===== src/rtl/core/pnm_binary_header_parser_core_macros.svh =====
// ----------------------------------------------------------------------------
// PNM header parser assertion macros
// Short forms for clocked, reset-qualified concurrent checks.
// ----------------------------------------------------------------------------
`ifndef PNM_BINARY_HEADER_PARSER_CORE_MACROS_SVH
`define PNM_BINARY_HEADER_PARSER_CORE_MACROS_SVH

// same-cycle implication
`define PBHP_ASSERT_NOW(label, ante, cons, msg) \
  label: assert property (@(posedge clk) disable iff (!rst_n) (ante) |-> (cons)) \
    else $error(msg);

// next-cycle implication
`define PBHP_ASSERT_NEXT(label, ante, cons, msg) \
  label: assert property (@(posedge clk) disable iff (!rst_n) (ante) |=> (cons)) \
    else $error(msg);

`endif


===== src/rtl/core/pbhp_pkg.sv =====
// ----------------------------------------------------------------------------
// PNM header parser package
// Character codes, status and magic codes, limits and the result record.
// ----------------------------------------------------------------------------
package pbhp_pkg;

  localparam int unsigned WINDOW_MAX_DEF = 1024;

  // character codes
  localparam logic [7:0] CH_P     = 8'h50;
  localparam logic [7:0] CH_5     = 8'h35;
  localparam logic [7:0] CH_6     = 8'h36;
  localparam logic [7:0] CH_HASH  = 8'h23;
  localparam logic [7:0] CH_PLUS  = 8'h2B;
  localparam logic [7:0] CH_MINUS = 8'h2D;
  localparam logic [7:0] CH_ZERO  = 8'h30;
  localparam logic [7:0] CH_NINE  = 8'h39;
  localparam logic [7:0] CH_SPACE = 8'h20;
  localparam logic [7:0] CH_TAB   = 8'h09;
  localparam logic [7:0] CH_LF    = 8'h0A;
  localparam logic [7:0] CH_CR    = 8'h0D;

  localparam int unsigned MIN_WINDOW  = 10;
  localparam int unsigned WIDE_THRESH = 256;

  // saturation value and row-size limits per bytes-per-pixel (1, 2, 3, 6)
  localparam logic [30:0] SAT_MAX = 31'h7FFF_FFFF;
  localparam logic [30:0] LIM_BPP2 = 31'(32'h7FFF_FFFF / 2);
  localparam logic [30:0] LIM_BPP3 = 31'(32'h7FFF_FFFF / 3);
  localparam logic [30:0] LIM_BPP6 = 31'(32'h7FFF_FFFF / 6);

  typedef enum logic [1:0] {
    MAGIC_NONE    = 2'd0,
    MAGIC_GRAY    = 2'd1,
    MAGIC_RGB     = 2'd2,
    MAGIC_PENDING = 2'd3
  } magic_t;

  typedef enum logic [1:0] {
    PH_SIGN   = 2'd0,
    PH_DIGITS = 2'd1,
    PH_DONE   = 2'd2
  } phase_t;

  typedef enum logic [1:0] {
    ST_OK       = 2'd0,
    ST_MAGIC    = 2'd1,
    ST_VALUE    = 2'd2,
    ST_OVERFLOW = 2'd3
  } status_t;

  typedef struct packed {
    status_t            status;
    logic               is_color;
    logic signed [31:0] width;
    logic signed [31:0] height;
    logic signed [31:0] max_value;
    logic               wide_samples;
    logic [10:0]        data_offset;
    logic [30:0]        row_bytes;
  } res_t;

endpackage


===== src/rtl/core/pnm_binary_header_parser_core.sv =====
// ----------------------------------------------------------------------------
// PNM binary header parser core
// Parses a P5/P6 netpbm header window byte by byte and reports one result
// record (status, kind, dimensions, maxval, data offset, row size) per window.
// ----------------------------------------------------------------------------
//
//  channel | dir | tdata                            | tuser          | tlast
//  --------+-----+----------------------------------+----------------+-----------
//  in_     | in  | [7:0] hdr_byte                   | -              | window_end
//  out_    | out | status, width, height, max_value,| is_color,      | -
//          |     | data_offset, row_bytes           | wide_samples   |
//
//  One header byte is taken per cycle unless in_tready is low; the byte parser is a
//  single state update per beat (compare, then a times-ten accumulate).
//  A result passes the input register, the end-of-window snapshot register and
//  the output register after its window_end beat.
//  rst_n (synchronous, active low) clears all control state and the parser.
//  Back-pressure on out_ only stalls the input once a second window end would
//  overwrite an undelivered snapshot; ordinary bytes keep flowing.
// ----------------------------------------------------------------------------
`include "pnm_binary_header_parser_core_macros.svh"

module pnm_binary_header_parser_core
  import pbhp_pkg::*;
#(
  parameter int unsigned WINDOW_MAX = WINDOW_MAX_DEF
) (
  input  logic         clk,
  input  logic         rst_n,
  // input beats
  input  logic         in_tvalid,
  output logic         in_tready,
  input  logic [7:0]   in_tdata,   // [7:0] hdr_byte
  input  logic         in_tlast,   // window_end
  // result beats
  output logic         out_tvalid,
  input  logic         out_tready,
  output logic [143:0] out_tdata,  // [1:0] status, [33:2] width, [65:34] height,
                                   // [97:66] max_value, [108:98] data_offset,
                                   // [139:109] row_bytes, [143:140] zero
  output logic [1:0]   out_tuser   // [0] is_color, [1] wide_samples
);

  // byte counter holds 0..WINDOW_MAX
  localparam int unsigned CW = $clog2(WINDOW_MAX + 1);

  // ---------------------------------------------------------------- input reg
  logic       in_vld_r;
  logic [7:0] in_byte_r;
  logic       in_fin_r;

  // ------------------------------------------------------------ parser state
  logic [CW-1:0]      cnt_r, cnt_nxt;
  magic_t             magic_r, magic_nxt;
  logic               in_comment_r, in_comment_nxt;
  logic [1:0]         tok_num_r, tok_num_nxt;
  logic               started_r, started_nxt;
  phase_t             phase_r, phase_nxt;
  logic               neg_r, neg_nxt;
  logic [30:0]        acc_r, acc_nxt;
  logic signed [31:0] val_r [3];
  logic signed [31:0] val_nxt [3];
  logic [CW-1:0]      offset_r, offset_nxt;

  // per-beat step results (before the end-of-window clear)
  logic [CW-1:0]      s_cnt;
  magic_t             s_magic;
  logic               s_in_comment;
  logic [1:0]         s_tok_num;
  logic               s_started;
  phase_t             s_phase;
  logic               s_neg;
  logic [30:0]        s_acc;
  logic signed [31:0] s_val [3];
  logic [CW-1:0]      s_offset;

  // ---------------------------------------------------------- snapshot stage
  logic               snap_vld_r;
  logic               snap_short_r;
  magic_t             snap_magic_r;
  logic               snap_tok3_r;
  logic signed [31:0] snap_w_r, snap_h_r, snap_m_r;
  logic [10:0]        snap_off_r;

  // ------------------------------------------------------------ output stage
  logic out_vld_r;
  res_t out_res_r;
  res_t res_nxt;

  // flow control
  logic snap_take;
  logic adv_a;

  assign snap_take = snap_vld_r && (!out_vld_r || out_tready);
  // a window end needs a free snapshot slot; other bytes always advance
  assign adv_a     = in_vld_r && (!in_fin_r || !snap_vld_r || snap_take);
  assign in_tready = !in_vld_r || adv_a;

  always_ff @(posedge clk) begin
    if (!rst_n) begin
      in_vld_r <= 1'b0;
    end else if (in_tready) begin
      in_vld_r <= in_tvalid;
    end
  end

  always_ff @(posedge clk) begin
    if (in_tvalid && in_tready) begin
      in_byte_r <= in_tdata;
      in_fin_r  <= in_tlast;
    end
  end

  // ---------------------------------------------------------- byte step logic
  logic          b_ws;
  logic          b_magic_ws;
  logic          b_digit;
  logic          b_sign;
  logic          active;
  logic          parse_en;
  logic          do_exam;
  logic [34:0]   prod;
  logic [31:0]   mag;

  always_comb begin
    b_ws       = (in_byte_r == CH_SPACE) ||
                 (in_byte_r >= CH_TAB && in_byte_r <= CH_CR);
    b_magic_ws = (in_byte_r == CH_SPACE) || (in_byte_r == CH_TAB) ||
                 (in_byte_r == CH_LF) || (in_byte_r == CH_CR);
    b_digit    = (in_byte_r >= CH_ZERO) && (in_byte_r <= CH_NINE);
    b_sign     = (in_byte_r == CH_PLUS) || (in_byte_r == CH_MINUS);
    active     = cnt_r < CW'(WINDOW_MAX);
    parse_en   = active && (cnt_r >= CW'(2)) && (tok_num_r != 2'd3);
    // times ten plus digit; digit value is the low nibble of '0'..'9'
    prod       = {1'b0, acc_r, 3'b000} + {3'b000, acc_r, 1'b0} +
                 {31'd0, in_byte_r[3:0]};
    mag        = {1'b0, acc_r};

    s_cnt        = cnt_r;
    s_magic      = magic_r;
    s_in_comment = in_comment_r;
    s_tok_num    = tok_num_r;
    s_started    = started_r;
    s_phase      = phase_r;
    s_neg        = neg_r;
    s_acc        = acc_r;
    s_val        = val_r;
    s_offset     = offset_r;
    do_exam      = 1'b0;

    if (active) begin
      s_cnt = cnt_r + CW'(1);
      if (cnt_r == CW'(0)) begin
        s_magic = (in_byte_r == CH_P) ? MAGIC_PENDING : MAGIC_NONE;
      end else if (cnt_r == CW'(1)) begin
        if (magic_r == MAGIC_PENDING && in_byte_r == CH_5) begin
          s_magic = MAGIC_GRAY;
        end else if (magic_r == MAGIC_PENDING && in_byte_r == CH_6) begin
          s_magic = MAGIC_RGB;
        end else begin
          s_magic = MAGIC_NONE;
        end
      end else if (cnt_r == CW'(2)) begin
        if (!b_magic_ws) begin
          s_magic = MAGIC_NONE;
        end
      end
    end

    // comment skipping; the final byte is always examined
    if (parse_en) begin
      if (in_comment_r) begin
        if (in_byte_r == CH_LF || in_byte_r == CH_CR) begin
          s_in_comment = 1'b0;
          do_exam      = 1'b1;
        end else if (in_fin_r) begin
          do_exam = 1'b1;
        end
      end else if (in_byte_r == CH_HASH && !in_fin_r) begin
        s_in_comment = 1'b1;
      end else begin
        do_exam = 1'b1;
      end
    end

    if (do_exam) begin
      if (b_ws) begin
        if (started_r) begin
          case (tok_num_r)
            2'd0:    s_val[0] = neg_r ? -mag : mag;
            2'd1:    s_val[1] = neg_r ? -mag : mag;
            default: s_val[2] = neg_r ? -mag : mag;
          endcase
          s_tok_num = tok_num_r + 2'd1;
          if (tok_num_r == 2'd2) begin
            s_offset = cnt_r + CW'(1);
          end
          s_started = 1'b0;
          s_phase   = PH_SIGN;
          s_neg     = 1'b0;
          s_acc     = '0;
        end
      end else begin
        s_started = 1'b1;
        case (phase_r)
          PH_SIGN: begin
            if (b_sign) begin
              s_neg   = (in_byte_r == CH_MINUS);
              s_phase = PH_DIGITS;
            end else if (b_digit) begin
              s_phase = PH_DIGITS;
              s_acc   = prod[30:0];
            end else begin
              s_phase = PH_DONE;
            end
          end
          PH_DIGITS: begin
            if (b_digit) begin
              s_acc = (prod > {4'd0, SAT_MAX}) ? SAT_MAX : prod[30:0];
            end else begin
              s_phase = PH_DONE;
            end
          end
          default: ;
        endcase
      end
    end
  end

  // the window end clears the parser for the next window
  always_comb begin
    cnt_nxt        = cnt_r;
    magic_nxt      = magic_r;
    in_comment_nxt = in_comment_r;
    tok_num_nxt    = tok_num_r;
    started_nxt    = started_r;
    phase_nxt      = phase_r;
    neg_nxt        = neg_r;
    acc_nxt        = acc_r;
    val_nxt        = val_r;
    offset_nxt     = offset_r;
    if (adv_a) begin
      if (in_fin_r) begin
        cnt_nxt        = '0;
        magic_nxt      = MAGIC_NONE;
        in_comment_nxt = 1'b0;
        tok_num_nxt    = 2'd0;
        started_nxt    = 1'b0;
        phase_nxt      = PH_SIGN;
        neg_nxt        = 1'b0;
        acc_nxt        = '0;
        val_nxt[0]     = -32'sd1;
        val_nxt[1]     = -32'sd1;
        val_nxt[2]     = -32'sd1;
        offset_nxt     = CW'(2);
      end else begin
        cnt_nxt        = s_cnt;
        magic_nxt      = s_magic;
        in_comment_nxt = s_in_comment;
        tok_num_nxt    = s_tok_num;
        started_nxt    = s_started;
        phase_nxt      = s_phase;
        neg_nxt        = s_neg;
        acc_nxt        = s_acc;
        val_nxt        = s_val;
        offset_nxt     = s_offset;
      end
    end
  end

  always_ff @(posedge clk) begin
    if (!rst_n) begin
      cnt_r        <= '0;
      magic_r      <= MAGIC_NONE;
      in_comment_r <= 1'b0;
      tok_num_r    <= 2'd0;
      started_r    <= 1'b0;
      phase_r      <= PH_SIGN;
      neg_r        <= 1'b0;
      acc_r        <= '0;
      val_r[0]     <= -32'sd1;
      val_r[1]     <= -32'sd1;
      val_r[2]     <= -32'sd1;
      offset_r     <= CW'(2);
    end else begin
      cnt_r        <= cnt_nxt;
      magic_r      <= magic_nxt;
      in_comment_r <= in_comment_nxt;
      tok_num_r    <= tok_num_nxt;
      started_r    <= started_nxt;
      phase_r      <= phase_nxt;
      neg_r        <= neg_nxt;
      acc_r        <= acc_nxt;
      val_r        <= val_nxt;
      offset_r     <= offset_nxt;
    end
  end

  // ------------------------------------------------------- end-of-window snap
  logic [CW+10:0] off_ext;
  assign off_ext = {11'd0, s_offset};

  always_ff @(posedge clk) begin
    if (!rst_n) begin
      snap_vld_r <= 1'b0;
    end else if (adv_a && in_fin_r) begin
      snap_vld_r <= 1'b1;
    end else if (snap_take) begin
      snap_vld_r <= 1'b0;
    end
  end

  always_ff @(posedge clk) begin
    if (adv_a && in_fin_r) begin
      snap_short_r <= s_cnt < CW'(MIN_WINDOW);
      snap_magic_r <= s_magic;
      snap_tok3_r  <= s_tok_num == 2'd3;
      snap_w_r     <= s_val[0];
      snap_h_r     <= s_val[1];
      snap_m_r     <= s_val[2];
      snap_off_r   <= off_ext[10:0];
    end
  end

  // --------------------------------------------------------- result decoding
  logic        r_color;
  logic        r_wide;
  logic        r_magic_ok;
  logic        r_val_bad;
  logic [30:0] r_lim;
  logic [30:0] r_w3;

  always_comb begin
    r_color    = snap_magic_r == MAGIC_RGB;
    r_magic_ok = (snap_magic_r == MAGIC_GRAY) || (snap_magic_r == MAGIC_RGB);
    r_wide     = !snap_m_r[31] && (snap_m_r[30:0] >= 31'(WIDE_THRESH));
    r_val_bad  = !snap_tok3_r ||
                 snap_w_r[31] || (snap_w_r == 32'sd0) ||
                 snap_h_r[31] || (snap_h_r == 32'sd0) ||
                 snap_m_r[31] || (snap_m_r == 32'sd0);
    case ({r_color, r_wide})
      2'b00:   r_lim = SAT_MAX;
      2'b01:   r_lim = LIM_BPP2;
      2'b10:   r_lim = LIM_BPP3;
      default: r_lim = LIM_BPP6;
    endcase
    // times three by shift-add; only used when it cannot overflow
    r_w3 = r_color ? ({snap_w_r[29:0], 1'b0} + snap_w_r[30:0]) : snap_w_r[30:0];

    res_nxt.is_color     = r_color;
    res_nxt.width        = snap_w_r;
    res_nxt.height       = snap_h_r;
    res_nxt.max_value    = snap_m_r;
    res_nxt.wide_samples = r_wide;
    res_nxt.data_offset  = snap_off_r;
    res_nxt.row_bytes    = '0;
    if (snap_short_r || !r_magic_ok) begin
      res_nxt.status = ST_MAGIC;
    end else if (r_val_bad) begin
      res_nxt.status = ST_VALUE;
    end else if (snap_w_r[30:0] > r_lim) begin
      res_nxt.status = ST_OVERFLOW;
    end else begin
      res_nxt.status    = ST_OK;
      res_nxt.row_bytes = r_wide ? {r_w3[29:0], 1'b0} : r_w3;
    end
  end

  always_ff @(posedge clk) begin
    if (!rst_n) begin
      out_vld_r <= 1'b0;
    end else if (snap_take) begin
      out_vld_r <= 1'b1;
    end else if (out_tready) begin
      out_vld_r <= 1'b0;
    end
  end

  always_ff @(posedge clk) begin
    if (snap_take) begin
      out_res_r <= res_nxt;
    end
  end

  assign out_tvalid = out_vld_r;
  assign out_tdata  = {4'd0,
                       out_res_r.row_bytes,
                       out_res_r.data_offset,
                       out_res_r.max_value,
                       out_res_r.height,
                       out_res_r.width,
                       out_res_r.status};
  assign out_tuser  = {out_res_r.wide_samples, out_res_r.is_color};

  // --------------------------------------------------------------- assertions
  `PBHP_ASSERT_NEXT(a_fin_loads_snap, adv_a && in_fin_r, snap_vld_r, "window end lost before snapshot")
  `PBHP_ASSERT_NEXT(a_fin_clears, adv_a && in_fin_r, cnt_r == '0 && tok_num_r == 2'd0 && !in_comment_r, "parser not cleared after window end")
  `PBHP_ASSERT_NOW(a_offset_idle, tok_num_r != 2'd3, offset_r == CW'(2), "data offset moved before third token")
  `PBHP_ASSERT_NOW(a_comment_pos, in_comment_r, cnt_r > CW'(2), "comment open inside magic bytes")
  `PBHP_ASSERT_NOW(a_ok_row, out_vld_r && out_res_r.status == ST_OK, out_res_r.row_bytes != '0, "ok status with zero row size")

endmodule

===== config.mk =====
export PLATFORM = sky130hd
export DESIGN_NAME = pnm_binary_header_parser_core
export DESIGN_NICKNAME = d
export VERILOG_FILES = /design/src/rtl/core/pbhp_pkg.sv /design/src/rtl/core/pnm_binary_header_parser_core.sv
export VERILOG_INCLUDE_DIRS = /design/src /design/src/rtl/core
export SDC_FILE = /design/constraint.sdc
export NUM_CORES = 1
export LEC_CHECK = 0
export BUFFER_PORTS_ARGS = -buffer_cell sky130_fd_sc_hd__buf_4
export CELL_PAD_IN_SITES_DETAIL_PLACEMENT = 0
export CELL_PAD_IN_SITES_GLOBAL_PLACEMENT = 2
export CORE_UTILIZATION = 35
export DETAILED_ROUTE_END_ITERATION = 12
export PLACE_DENSITY_LB_ADDON = 0.1
export SETUP_SLACK_MARGIN = 0.2
export SYNTH_ARGS = -nofsm -noshare
export SYNTH_HDL_FRONTEND = slang
export SYNTH_SLANG_ARGS = --single-unit

===== constraint.sdc =====
create_clock -name clk -period 9 [get_ports clk]
set_clock_uncertainty 0.15 [all_clocks]
set_input_delay 1.35 -clock clk [delete_from_list [all_inputs] [get_ports clk]]
set_output_delay 1.35 -clock clk [all_outputs]
set_load 0.02 [all_outputs]

==> out/qor.yml, run 1 <==
outcome: "completed"
clk_pin_slew_worst_paths_ps: 70
arrival_ps: 6290
maxCapViolCount: 0
synth-edff-count: 262
finalCritPeriodShare: 0.6788
hold_end: "out_tdata[100]$_DFFE_PP_"
ys_types: 95
cts_hold_buf: 0
ys_seq_area_frac: 0.5072
pre_cts_ws_ps: 2874
core_area_um2: 61710
grt_antenna_before_repair: 0
synth_cells: 2156
critPathLaunchType: "register"
synth_area_um2: 21860
ys_ff_latch: 423
worstReg2RegStart: "snap_m_r[21]$_DFFE_PP_"
drt-total-wl_mm: 63.66
diodes: 0
fin_setup_tns_ps: 0
grt_max_degree: 75
drive_gt1_frac: 0.1312
seq_power_share: 0.479
relSlewSlack: 0.1454
area_growth_pct: 16.22
crit_fanout: 34
die_h_um: 251.9
syn_avg_cell_area_um2: 10.14
r2r_end: "out_tdata[133]$_SDFFCE_PP0P_"
nets: 2431
r2r_cells: 15
fmax_mhz: 163.7
post_cts_buffers: 0
worst_pin_slew_ps: 1278
grt_pass1_wl_mm: 97.05
port_buffers: 156
dr.pass1.iters: 7
combPwrFrac: 0.054
dieWidth_um: 251.9
placedCellCount: 3055
grt_pass1_vias: 15818
cts_sinks: 423
via_per_inst: 5.205
crit_type: "register to register"
hold_path_class: "register to register"
intPower_mw: 3.420
drtIter0Drc: 850
drc: 0
clockRootBuffer: "clkbuf_16"
worstHoldStart: "snap_off_r[2]$_DFFE_PP_"
yosysWarnings: 0
clock_power_share: 0.467
cts_tree: "built"
place_area_um2: 23730
grt_overflow: 0
rsz0062_at_grt: "no"
synthArstFlopShare: 0
cts_resized: 0
io_pins: 161
ir_drop_mv: 0.1300
hold_path_depth: 0
timing.critical_path.required_ps: 9180
critPathCaptureType: "register"
final_hold_viol_count: 0
setup_viol: 0
netSwitchingFraction: 0.2327
vias: 16381
final_cell_mix: "272 x nand2_1, 262 x edfxtp_1, 171 x buf_4, 170 x o21ai_0, 161 x dfxtp_1"
hpwl_mm: 45.88
layout.cells.non_filler: 3147
gp_congestion: 0.8967
layout_setup_ws_ps: 2891
dieArea_um2: 63470
power.density_nw_per_um2: 175.4
cts_buffers: 49
synth_ff_type: "edfxtp_1"
hold_ws_ps: 265.5
start_util: 0.3543
clockBufferDepth: 3
post-route-cell-area_um2: 25410
slew_violations: 0
h-tree-depth: 2
antenna_left: 0
power_leakage_nw: 10.03
r2r_setup_slack_ps: 2890
layout_commonest_cell: "nand2_1"
rows: 91
fin_crit_ps: 6109
drt-wirelength-per-cell_um: 20.23
clock_latency_ps: 600
p_sw_mw: 1.037
grtUsageTotal: 0.1988
==> Yosys cell counts (7+ instances only) <==
library cell | instances | share of area
nand2_1 | 274 | 0.047
edfxtp_1 | 262 | 0.36
o21ai_0 | 170 | 0.039
dfxtp_1 | 161 | 0.15
a21oi_1 | 152 | 0.035
ha_1 | 146 | 0.084
nor2_1 | 120 | 0.021
clkbuf_1 | 77 | 0.013
inv_1 | 75 | 0.013
and2_1 | 46 | 0.013
xor2_1 | 45 | 0.018
xnor2_1 | 43 | 0.017
nand3_1 | 41 | 0.0094
nor3_1 | 41 | 0.0094
a211o_1 | 34 | 0.014
nor2b_1 | 33 | 0.0094
a211oi_1 | 31 | 0.011
a22oi_1 | 29 | 0.010
a31oi_1 | 28 | 0.0080
o21ai_1 | 28 | 0.0064
a21o_1 | 23 | 0.0079
nand4_1 | 23 | 0.0066
nor4_1 | 19 | 0.0054
buf_2 | 16 | 0.0037
mux2i_1 | 16 | 0.0073
o211ai_1 | 16 | 0.0055
o31ai_1 | 14 | 0.0048
o21a_1 | 13 | 0.0045
nand2_2 | 10 | 0.0029
nand2b_1 | 10 | 0.0029
a21boi_0 | 9 | 0.0031
or3_1 | 8 | 0.0023
buf_1 | 7 | 0.0012
buf_4 | 7 | 0.0024
==> logic make-up after synthesis <==
kind of cell / count (synthesis) / synth area share
AOI/OAI and AO/OA: 612 / 0.1760
xor gates and xnor gates: 88 / 0.03525
and+or+nand+nor: 675 / 0.1492
DFF: 423 / 0.5072
adders and majority gates: 149 / 0.08629
buffers and inverters: 188 / 0.03599
other: 1 / 0.0001715
muxes: 20 / 0.009900
==> flip-flops by register name (all words and copies together) (netlist names), 8 cells and up <==
signal      flops
cnt_r          11
out_tdata     140
snap_off_r     11
snap_m_r       32
snap_h_r       32
offset_r       11
acc_r          31
in_byte_r       8
snap_w_r       32
val_r          96
==> worst max path at each step <==
stage,start,endpoint,depth (start not counted)
finish,snap_m_r[21]$_DFFE_PP_,out_tdata[133]$_SDFFCE_PP0P_,15
global route,snap_m_r[16]$_DFFE_PP_,out_tdata[136]$_SDFFCE_PP0P_,15
CTS,snap_m_r[21]$_DFFE_PP_,out_tdata[133]$_SDFFCE_PP0P_,15
detailed placement,snap_m_r[21]$_DFFE_PP_,out_tdata[133]$_SDFFCE_PP0P_,15
global placement,snap_m_r[21]$_DFFE_PP_,out_tdata[138]$_SDFFCE_PP0P_,15
floorplan,out_tready,out_tdata[0]$_SDFFCE_PP1P_,2
==> power by group through the flow <==
stage                     Combinational, mW  Clock, mW  Sequential [mW]
after floorplan                       0.162          0             2.17
after global placement                0.239          0             2.18
after detailed placement              0.241          0             2.18
after CTS                             0.243       2.14             2.14
after global routing                  0.267       2.22             2.14
final                                 0.240       2.08             2.14
==> worst max-delay path: stages (launching register included) <==
cell       delay, ps
edfxtp_1         380
nor4_1           600
nand4_1          200
nor2_1           220
or2_2            140
buf_4            350
nand2_1          190
inv_1            530
ha_1             360
a21o_1           160
a21o_1           170
a211oi_1         320
nand4_1          190
o211ai_1         250
nand3_1          890
a2111oi_0        740
==> routing by layer <==
| layer | wire (um) | part of all wire | up-vias | global-route usage |
|---|---|---|---|---|
| met5 | 0 | 0 | - | 0 |
| li1 | - | - | 8138 | - |
| met1 | 28360 | 0.45 | 7853 | 0.2551 |
| met3 | 2231 | 0.035 | 77 | 0.02455 |
| met4 | 1688 | 0.027 | 0 | 0.06251 |
| met2 | 31390 | 0.49 | 313 | 0.3465 |
==> stage by stage <==
step	utilization	total power, mW
floorplan	-	2.337
global placement	0.3845	2.415
detailed placement	0.3845	2.420
CTS	0.4118	4.520
global route	0.4118	4.623
finish	0.4118	4.457
==> final cells by class <==
| cell class | instances | area, um2 |
|---|---|---|
| Clock inverter | 32 | 382.9 |
| Multi-Input combinational cell | 1548 | 10020 |
| Fill cell | 6046 | 36300 |
| Timing Repair Buffer | 171 | 1284 |
| Sequential cell | 423 | 11090 |
| Clock buffer | 60 | 1297 |
| Inverter | 76 | 287.8 |
| Tap cell | 837 | 1047 |
No activity file was read; power rests on OpenSTA's default activity.
==> inputs of run 2 (changes only) <==
==> constraint.sdc (replaced) <==
create_clock -name clk -period 5.65 [get_ports clk]
set_clock_uncertainty 0.15 [all_clocks]
set_input_delay 0.8475 -clock clk [delete_from_list [all_inputs] [get_ports clk]]
set_output_delay 0.8475 -clock clk [all_outputs]
set_load 0.02 [all_outputs]
==> run 2 against run 1 <==
  * Global-route usage shrank 0.26 points
  * Power grew 55%
  * Setup slack lost 2100 ps
  * Largest power group unchanged
==> out/qor.yml, run 2 (synthesized netlist as in run 1, its figures left out) <==
grt_pass1_vias: 15634
critPathCaptureType: "register"
placedCellCount: 3055
hold_ws_ps: 267.0
post_cts_buffers: 0
timing.critical_path.required_ps: 5910
outcome: "completed"
pre_cts_ws_ps: 262.5
drc: 0
core_area_um2: 61710
grtUsageTotal: 0.1962
final_hold_viol_count: 0
n_fill_cell: 6058
layout.cells.non_filler: 3144
via_per_inst: 5.187
cts_hold_buf: 0
dieWidth_um: 251.9
fmax_mhz: 207.3
maxCapViolCount: 0
nets: 2430
diodes: 0
crit_chain: "nor4_1 -> nand4_1 -> nor2_1 -> or2_2 -> nand2_1 -> inv_1 -> ha_1 -> a21o_1 -> a21o_1 -> a211oi_1 -> nand4_1 -> o211ai_1 -> nand3_2 -> buf_4 -> a311oi_1"
layout_commonest_cell: "nand2_1"
cts_buffers: 48
antenna_left: 0
vias: 16309
cts_tree: "built"
grt_max_degree: 132
grt_overflow: 0
start_util: 0.3543
area_growth_pct: 15.78
clockRootBuffer: "clkbuf_16"
drt-wirelength-per-cell_um: 20.04
clock_latency_ps: 590
io_pins: 161
power_leakage_nw: 9.988
ir_drop_mv: 0.2320
hold_path_class: "register to register"
layout_setup_ws_ps: 826.4
drtIter0Drc: 915
port_buffers: 156
crit_type: "register to register"
finalCritPeriodShare: 0.8537
setup_viol: 0
rsz0062_at_grt: "no"
crit_fanout: 17
clockBufferDepth: 3
drive_gt1_frac: 0.1283
rows: 91
largest_reg_flops: 140
grt_pass1_wl_mm: 95.23
fin_crit_ps: 4824
die_h_um: 251.9
slew_violations: 0
worst_pin_slew_ps: 1095
critPathSlowestCell: "inv_1"
cpPeakStageDelay_ps: 530
dieArea_um2: 63470
gp_congestion: 0.8384
power.density_nw_per_um2: 272.6
hpwl_mm: 45.20
fin_setup_tns_ps: 0
relSlewSlack: 0.2703
cts_sinks: 423
dr.pass1.iters: 5
h-tree-depth: 2
final_cell_mix: "272 x nand2_1, 262 x edfxtp_1, 170 x o21ai_0, 170 x buf_4, 161 x dfxtp_1"
clk_pin_slew_worst_paths_ps: 60
drt-total-wl_mm: 63.01
arrival_ps: 5090
critPathLaunchType: "register"
grt_antenna_before_repair: 0
run 2: worst max-delay path, delay by kind of cell, from the launching register on:
kind | cells | cell delay (ps)
compound gates | 5 | 1190
flops | 1 | 390
buf+inv | 2 | 870
simple gates | 7 | 1660
fa+ha+maj | 1 | 370
run 2: per-layer routing:
| layer | global-route usage | wire, um | vias up |
|---|---|---|---|
| li1 | - | - | 8146 |
| met1 | 0.2518 | 28230 | 7775 |
| met2 | 0.3320 | 30250 | 293 |
| met3 | 0.02662 | 2178 | 95 |
| met4 | 0.07948 | 2357 | 0 |
| met5 | 0 | 0 | - |
run 2: repair_timing:
action | CTS | global route
hold endpoints to repair | 0 | 0
gates resized for setup | 0 | 2
endpoints found under the setup margin | 0 | 22
run 2: worst paths after layout:
| path | from | endpoint | slack (ps) | cells past startpoint |
|---|---|---|---|---|
| min reg2reg | snap_off_r[7]$_DFFE_PP_ | out_tdata[105]$_DFFE_PP_ | 270 | 0 |
| min | snap_off_r[7]$_DFFE_PP_ | out_tdata[105]$_DFFE_PP_ | 270 | 0 |
| max reg2reg | snap_m_r[9]$_DFFE_PP_ | out_tdata[120]$_SDFFCE_PP0P_ | 830 | 15 |
| max | snap_m_r[9]$_DFFE_PP_ | out_tdata[120]$_SDFFCE_PP0P_ | 830 | 15 |
run 2: report_power, final:
group	leakage, nW	total [mW]	switching (mW)	internal [mW]
Combinational	5.65	0.380	0.246	0.133
Clock	0.769	3.12	1.28	1.84
Sequential	3.57	3.40	0.0565	3.34
run 2: cell type report:
| type | count | area, um2 | area share |
|---|---|---|---|
| tap | 837 | 1047 | 0.04137 |
| multi-input combinational | 1548 | 10030 | 0.3964 |
| clock buffer | 67 | 1345 | 0.05313 |
| clock inverter | 22 | 214.0 | 0.008452 |
| inverter | 76 | 287.8 | 0.01137 |
| sequential | 423 | 11090 | 0.4381 |
| timing repair buffer | 171 | 1296 | 0.05121 |
run 2: stage by stage:
stage / total power [mW] / instance area (um2) / util
global route: 7.150 / 25310 / 0.4102
CTS: 6.994 / 25310 / 0.4101
global placement: 3.846 / 23750 / 0.3848
detailed placement: 3.852 / 23750 / 0.3848
finish: 6.901 / 25310 / 0.4102
floorplan: 3.720 / 21880 / -
==> inputs of run 3 (changes only) <==
--- a/config.mk
+++ b/config.mk
@@ -6,11 +6,11 @@
 export SDC_FILE = /design/constraint.sdc
 export NUM_CORES = 1
 export LEC_CHECK = 0
-export BUFFER_PORTS_ARGS = -buffer_cell sky130_fd_sc_hd__buf_4
 export CELL_PAD_IN_SITES_DETAIL_PLACEMENT = 0
 export CELL_PAD_IN_SITES_GLOBAL_PLACEMENT = 2
 export CORE_UTILIZATION = 35
 export DETAILED_ROUTE_END_ITERATION = 12
+export DONT_BUFFER_PORTS = 1
 export PLACE_DENSITY_LB_ADDON = 0.1
 export SETUP_SLACK_MARGIN = 0.2
 export SYNTH_ARGS = -nofsm -noshare
==> run 3 against run 2 <==
  * Hold slack got worse by 62 ps
  * Sequential cell count is the same
  * Combinational power down 14%
  * Via count is 3.0% lower
  * Critical endpoint is now out_tdata[136]$_SDFFCE_PP0P_
  * Largest power group unchanged
==> out/qor.yml, run 3 (synthesized netlist as in run 1, its figures left out) <==
grtUsageTotal: 0.1945
vias: 15827
rsz0062_at_grt: "no"
critPathSlowestCell: "nor4_1"
grt_antenna_before_repair: 0
cts_tree: "built"
layout.cells.non_filler: 2996
nets: 2280
drt-total-wl_mm: 62.18
final_hold_viol_count: 0
grt_max_degree: 131
p_sw_mw: 1.604
cts_resized: 0
finalCritPeriodShare: 0.8695
maxCapViolCount: 0
final_cell_mix: "272 x nand2_1, 262 x edfxtp_1, 170 x o21ai_0, 161 x dfxtp_1, 152 x a21oi_1"
largest_reg_flops: 140
h-tree-depth: 2
setup_viol: 0
core_area_um2: 61710
power.density_nw_per_um2: 285.3
dieWidth_um: 251.9
clockRootBuffer: "clkbuf_16"
io_pins: 161
post_cts_buffers: 0
drc: 0
layout_commonest_cell: "nand2_1"
crit_fanout: 33
fin_crit_ps: 4913
antenna_left: 0
clock_latency_ps: 600
slew_violations: 0
clk_pin_slew_worst_paths_ps: 60
hpwl_mm: 44.77
fmax_mhz: 203.6
arrival_ps: 5110
crit_type: "register to register"
crit_chain: "nor4_1 -> nand4_1 -> nor2_1 -> or2_2 -> buf_4 -> nor2_1 -> ha_1 -> nand4_1 -> nor3_1 -> nand3_1 -> or4_1 -> o211ai_1 -> nand3_1 -> buf_4 -> a2111oi_0"
rows: 91
worst_pin_slew_ps: 1303
port_buffers: 0
via_per_inst: 5.283
seq_power_share: 0.496
n_fill_cell: 6114
netSwitchingFraction: 0.2323
dr.pass1.iters: 5
fin_setup_tns_ps: 0
critPathCaptureType: "register"
diodes: 0
clockBufferDepth: 3
combPwrFrac: 0.047
drive_gt1_frac: 0.06716
grt_pass1_vias: 15187
drtIter0Drc: 836
cts_hold_buf: 0
cpPeakStageDelay_ps: 510
start_util: 0.3543
intPower_mw: 5.303
place_area_um2: 22600
grt_overflow: 0
die_h_um: 251.9
power_leakage_nw: 9.273
cts_buffers: 50
placedCellCount: 2903
relSlewSlack: 0.1279
post-route-cell-area_um2: 24210
area_growth_pct: 10.71
drt-wirelength-per-cell_um: 20.76
timing.critical_path.required_ps: 5850
dieArea_um2: 63470
clock_power_share: 0.457
gp_congestion: 0.8851
ir_drop_mv: 0.2106
critPathLaunchType: "register"
hold_path_class: "input pin to register"
outcome: "completed"
grt_pass1_wl_mm: 94.25
cts_sinks: 423
-- run 3: cell types whose count changed in the layout (fill, tap and decap cells not counted), moves of 2 or more --
cell	previous run	this run
clkinv_1	7	11
inv_6	3	1
clkbuf_8	3	6
clkbuf_1	14	10
buf_4	170	18
clkinvlp_4	0	3
-- run 3: final timing paths --
check	end	start	slack (ps)	cells past startpoint
max	out_tdata[136]$_SDFFCE_PP0P_	snap_m_r[21]$_DFFE_PP_	740	15
min	in_byte_r[4]$_DFFE_PP_	in_tdata[4]	210	0
max reg2reg	out_tdata[136]$_SDFFCE_PP0P_	snap_m_r[21]$_DFFE_PP_	740	15
min reg2reg	out_tdata[104]$_DFFE_PP_	snap_off_r[6]$_DFFE_PP_	270	0
-- run 3: layout make-up --
class,instances,area (um2),area share
Sequential cell,423,11090,0.4582
Multi-Input combinational cell,1548,10020,0.4139
Clock inverter,27,235.2,0.009717
Clock buffer,66,1371,0.05665
Inverter,76,287.8,0.01189
Tap cell,837,1047,0.04326
Timing Repair Buffer,19,155.1,0.006409
-- run 3: metrics by stage --
| stage | power [mW] | setup WS, ps | util | hold WS, ps |
|---|---|---|---|---|
| after global placement | 3.815 | 871.1 | 0.3662 | 251.4 |
| after detailed placement | 3.822 | 737.8 | 0.3662 | 255.7 |
| final | 6.907 | 737.2 | 0.3923 | 205.3 |
| after floorplan | 3.720 | 451.8 | - | 250.3 |
| after global routing | 7.165 | 363.9 | 0.3923 | 172.7 |
| after CTS | 7.002 | 733.4 | 0.3923 | 163.1 |
-- run 3: power groups by stage --
| stage | sequential, mW | clock, mW | combinational [mW] |
|---|---|---|---|
| finish | 3.42 | 3.16 | 0.327 |
| global placement | 3.49 | 0 | 0.326 |
| detailed placement | 3.49 | 0 | 0.331 |
| CTS | 3.43 | 3.24 | 0.333 |
| floorplan | 3.46 | 0 | 0.258 |
| global route | 3.43 | 3.36 | 0.370 |
-- run 3: critical path, delay by kind of cell (launching register included) --
kind                     cells  cell delay [ps]
AO/OA/AOI/OAI                2              540
flip-flops                   1              380
AND/OR/NAND/NOR             10             2540
adder cells (fa/ha/maj)      1              420
buffers and inverters        2              620
-- run 3: metal layers --
| metal | vias up | GRT usage | routed length (um) |
|---|---|---|---|
| met2 | 283 | 0.3356 | 30880 |
| met4 | 0 | 0.05939 | 1748 |
| met3 | 86 | 0.03002 | 2040 |
| met5 | - | 0 | 0 |
| li1 | 7848 | - | - |
| met1 | 7610 | 0.2493 | 27510 |
